### src/rtl/dtpw_pkg.sv
`timescale 1ns / 1ps

package dtpw_pkg;

  localparam int CFG_W   = 9;
  localparam int COORD_W = 16;
  localparam int PIX_W   = 11;
  localparam int DATA_W  = 32;
  localparam int PROD_W  = 2 * CFG_W;

  localparam logic [CFG_W-1:0] FRAME_RESET = 9'd256;

  localparam logic [2:0] REQ_FRAG       = 3'd0;
  localparam logic [2:0] REQ_SET        = 3'd1;
  localparam logic [2:0] REQ_FILL_COLOR = 3'd2;
  localparam logic [2:0] REQ_FILL_DEPTH = 3'd3;
  localparam logic [2:0] REQ_READ       = 3'd4;

  localparam logic [1:0] STAT_WRITTEN = 2'd0;
  localparam logic [1:0] STAT_OUTSIDE = 2'd1;
  localparam logic [1:0] STAT_HIDDEN  = 2'd2;
  localparam logic [1:0] STAT_DONE    = 2'd3;

  localparam logic [2:0] REG_FRAME_WIDTH  = 3'd0;
  localparam logic [2:0] REG_FRAME_HEIGHT = 3'd4;

  typedef enum logic [2:0] {
    S_IDLE,
    S_ADDR,
    S_READ,
    S_CMP,
    S_FILL,
    S_DONE
  } state_t;

  typedef struct packed {
    logic             ok;
    logic [PIX_W-1:0] pix;
  } pix_t;

  function automatic pix_t pixel_of(logic [COORD_W-1:0] c, logic trunc_zero);
    pix_t p;
    p.ok  = 1'b0;
    p.pix = '0;
    if (!c[COORD_W-1]) begin
      p.ok  = 1'b1;
      p.pix = c[COORD_W-2:4];
    end else if (trunc_zero && (&c[COORD_W-1:4]) && (c[3:0] != 4'd0)) begin
      p.ok  = 1'b1;
    end
    return p;
  endfunction

  function automatic logic [CFG_W-1:0] eff_size(logic [CFG_W-1:0] r, int unsigned maxv);
    logic [CFG_W-1:0] e;
    if (r == '0) begin
      e = CFG_W'(1);
    end else if (32'(r) > maxv) begin
      e = CFG_W'(maxv);
    end else begin
      e = r;
    end
    return e;
  endfunction

endpackage

### src/rtl/dtpw_locate.sv
`timescale 1ns / 1ps

module dtpw_locate import dtpw_pkg::*; #(
  parameter int ADDR_W = 16
) (
  input  logic                      clk,
  input  logic                      capture,
  input  logic [2:0]                req_type,
  input  logic signed [COORD_W-1:0] x_pos,
  input  logic signed [COORD_W-1:0] y_pos,
  input  logic [CFG_W-1:0]          width_eff,
  input  logic [CFG_W-1:0]          height_eff,
  output logic                      in_frame,
  output logic [ADDR_W-1:0]         addr
);

  pix_t             px;
  pix_t             py;
  logic             trunc_zero;
  logic [CFG_W-1:0] u;
  logic [CFG_W-1:0] v;
  logic             is_fill;
  logic [CFG_W-1:0] row_op;
  logic [PROD_W-1:0] addend;
  logic [PROD_W-1:0] sum;

  assign trunc_zero = (req_type != REQ_FRAG);
  assign px = pixel_of(x_pos, trunc_zero);
  assign py = pixel_of(y_pos, trunc_zero);

  always_ff @(posedge clk) begin
    if (capture) begin
      in_frame <= px.ok && py.ok && (px.pix < PIX_W'(width_eff))
                  && (py.pix < PIX_W'(height_eff));
      u        <= px.pix[CFG_W-1:0];
      v        <= py.pix[CFG_W-1:0];
      is_fill  <= (req_type == REQ_FILL_COLOR) || (req_type == REQ_FILL_DEPTH);
    end
  end

  // For a fill the same multiplier yields the last entry, width * height - 1.
  always_comb begin
    if (is_fill) begin
      row_op = height_eff;
      addend = '1;
    end else begin
      row_op = height_eff - CFG_W'(1) - v;
      addend = PROD_W'(u);
    end
    sum = PROD_W'(row_op) * PROD_W'(width_eff) + addend;
  end

  always_ff @(posedge clk) begin
    addr <= ADDR_W'(sum);
  end

endmodule

### config.mk
export PLATFORM = sky130hd
export DESIGN_NAME = dtpw_locate
export DESIGN_NICKNAME = d
export VERILOG_FILES = /design/src/rtl/dtpw_pkg.sv /design/src/rtl/dtpw_locate.sv
export SDC_FILE = /design/constraint.sdc
export NUM_CORES = 1
export LEC_CHECK = 0
export CAP_MARGIN = 20
export CORE_MARGIN = 2
export CORE_UTILIZATION = 61
export CTS_CLUSTER_DIAMETER = 200
export DETAILED_ROUTE_END_ITERATION = 10
export DONT_BUFFER_PORTS = 1
export PLACE_DENSITY_LB_ADDON = 0.3
export SLEW_MARGIN = 10
export SYNTH_ARGS = -nofsm -noshare
export SYNTH_HDL_FRONTEND = slang
export SYNTH_SLANG_ARGS = --single-unit
export TNS_END_PERCENT = 5
### constraint.sdc
create_clock -name clk -period 18.83 [get_ports clk]
set_input_delay 2.8245 -clock clk [delete_from_list [all_inputs] [get_ports clk]]
set_output_delay 2.8245 -clock clk [all_outputs]
set_load 0.03 [all_outputs]
==> impl_metrics.csv <==
group,metric,value,unit
grt,first_global_vias,3750,
floorplanning,start_util,63.24,%
logic_synthesis,yosysMostFrequentCell,"inv_1",
run_status,status,"completed",
floorplanning,io_pins,72,
layout,layout.nets,713,
layout,nFillCells,645,
sta,finalMaxSlewViolations,0,
sta,hold_violations,0,
clocking,cts_resized,0,
floorplanning,core,7727,sq um
logic_synthesis,netlist_area,4887,sq um
route,wirelength,10110,microns
logic_synthesis,ys_top_cells_by_count,"inv_1, ha_1, fa_1",
clocking,clk_latency,300,ps
sta,finClkSkew,10.90,ps
logic_synthesis,ys_seq_elements,36,
route,drt_iter0_drc,245,
clocking,cts_setup_buffers,0,
route,drt_pass1_iterations,4,
sta,worst_pin_slew,1045,ps
sta,timing.final.crit_share,46.90,%
placed_design,place_hpwl,8616,microns
floorplanning,design.die.area,8744,sq um
placed_design,placed_area,4984,sq um
sta,tns,0,ps
route,wl_per_cell,15.85,microns
critical_path,critPathMaxFanout,9,
critical_path,startpoint_type,"input port",
logic_synthesis,synth_top_cell_area_share,24.99,%
logic_synthesis,avgSynthCellArea,9.118,sq um
critical_path,worstPathRequired,19020,ps
grt,antenna_found_initial,0,
logic_synthesis,synth-seq-area-share,18.84,%
logic_synthesis,synth_cells,536,
logic_synthesis,synth_area_leader_cell,"fa_1",
critical_path,crit_type,"in -> reg",
clocking,cts_tree,"done",
layout,syn2layout_area_growth,4.173,%
logic_synthesis,yosys_warnings,0,
sta,min_period,8831,ps
floorplanning,die_w,93.51,microns
route,detail-route-antenna-nets,0,
layout,final_core_util,65.88,%
placed_design,port_buffers,0,
critical_path,timing.critical_path.buf_inv,6,
grt,grt_max_degree,29,
grt,grt_overflow,0,
critical_path,critical_path_arrival,9020,ps
clocking,cts_buffers,5,
floorplanning,num_rows,32,
flow_run,maxCapViolations,0,
critical_path,slowest_delay,540,ps
layout,diodes,0,
logic_synthesis,ys_async_sr_fraction,0,%
clocking,htree_levels,2,
route,viasPerCell,5.550,
route,vias,3541,
critical_path,endpoint_kind,"register",
layout,drive_above_1_share,3.918,%
critical_path,critPathTopFamily,"adder cells",
layout,final_cell_area,5091,sq um
placed_design,gp_congestion,0.8841,
clocking,clockBufferDepth,2,
floorplanning,die_h,93.51,microns
grt,grt_pass1_wl,17200,microns
logic_synthesis,ys_types,49,
logic_synthesis,synth-edff-count,20,
clocking,clk_pin_slew_worst_paths,90,ps
logic_synthesis,syn_nets,714,
clocking,clock_sinks,36,
logic_synthesis,synthTopCellsByArea,"fa_1, ha_1, edfxtp_1",
logic_synthesis,ys.flop_type,"edfxtp_1",
clocking,cts_hold_buf,0,
sta,setup_viol_count_final,0,
grt,grtUsageTotal,25.25,%
sta,fmax,113.2,MHz
min_path,hold_path.class,"reg -> reg",
critical_path,slowest_stage,"fa_1",
sta,max_slew_margin,30.32,%
clocking,cts-root-buf,"clkbuf_8",
sta,rsz0062_at_grt,"no",
route,drc,0,
critical_path,r2r_slack,12100,ps
-- cell type report --
class / count / area [sq um] / area share [%]
clock buffer: 6 / 72.57 / 1.425
clock inverter: 2 / 35.03 / 0.6881
inverter: 106 / 397.9 / 7.815
multi-input combinational: 386 / 3537 / 69.48
sequential: 36 / 920.9 / 18.09
tap: 102 / 127.6 / 2.507
-- kinds of logic (layout without fill, tap and decap cells) --
logic type	count (synthesis)	count (layout)	share of synthesized area [%]
multiplexers	3	3	0.6656
XOR/XNOR	23	23	4.557
AND/OR/NAND/NOR	176	176	17.87
flip-flops	36	36	18.84
AO/OA/AOI/OAI	61	61	8.423
adder cells (fa/ha/maj)	123	123	40.86
buffers and inverters	114	114	8.781
-- path summary, 6_finish.rpt --
kind	from	endpoint	cells after the start
worst max register to register	v[0]$_DFFE_PP_	addr[15]$_DFF_P_	27
worst max-delay path	height_eff[0]	addr[15]$_DFF_P_	26
worst min register to register	u[0]$_DFFE_PP_	addr[0]$_DFF_P_	2
worst min-delay path	u[0]$_DFFE_PP_	addr[0]$_DFF_P_	2
-- registers in the layout, summed over array words and instances, names as in the netlist --
name / count
addr: 16
in_frame: 1
is_fill: 1
u: 9
v: 9
-- metrics by stage --
stage | hold slack (ps) | setup slack, ps | std cells
6_report | 571.9 | 9999 | 638
5_1_grt | 591.2 | 9637 | 638
4_1_cts | 572.5 | 9994 | 638
3_5_place_dp | 555.1 | 9688 | 630
3_3_place_gp | 529.9 | 9773 | 630
2_1_floorplan | 520.2 | 10210 | 536
-- cells in the final DEF, fill, tap and decap left out, drive strengths merged, types with 4 or more instances in the layout --
cell type / netlist / layout
fa: 61 / 61
nand2: 57 / 57
or4: 4 / 4
o21a: 4 / 4
or2: 5 / 5
and2: 30 / 30
o21ai: 15 / 15
xor2: 6 / 6
dfxtp: 16 / 16
nor2: 38 / 38
ha: 62 / 62
a21o: 7 / 7
a21oi: 16 / 16
a211oi: 4 / 4
inv: 106 / 106
xnor2: 16 / 16
nand4: 7 / 7
clkbuf: 6 / 6
nor2b: 23 / 23
edfxtp: 20 / 20
-- layer usage --
metal | global-route usage [%] | vias to the layer above | part of all wire (%)
met5 | 0 | - | 0
met4 | 8.701 | 0 | 2.1
met2 | 45.44 | 99 | 53
met1 | 30.39 | 1707 | 39
li1 | - | 1719 | -
met3 | 4.351 | 16 | 5.3
-- worst reg2reg max path, stage by stage, from the launching register on --
cell	delay [ps]
edfxtp_1	360
inv_1	60
ha_1	150
inv_1	50
fa_1	410
nor2b_1	120
o21ai_0	100
a21oi_1	150
nor2_1	70
xor2_1	140
o21ai_1	520
nand2_1	170
fa_1	530
inv_1	50
fa_1	500
inv_1	50
fa_1	470
inv_1	60
fa_1	540
inv_1	60
fa_1	530
inv_1	40
ha_1	320
a21oi_1	100
o31a_1	330
o21a_1	220
o21ai_0	170
xnor3_1	400
Power is not shown: default switching activity piles up to over one toggle a cycle in this logic, so the estimate is an artifact.
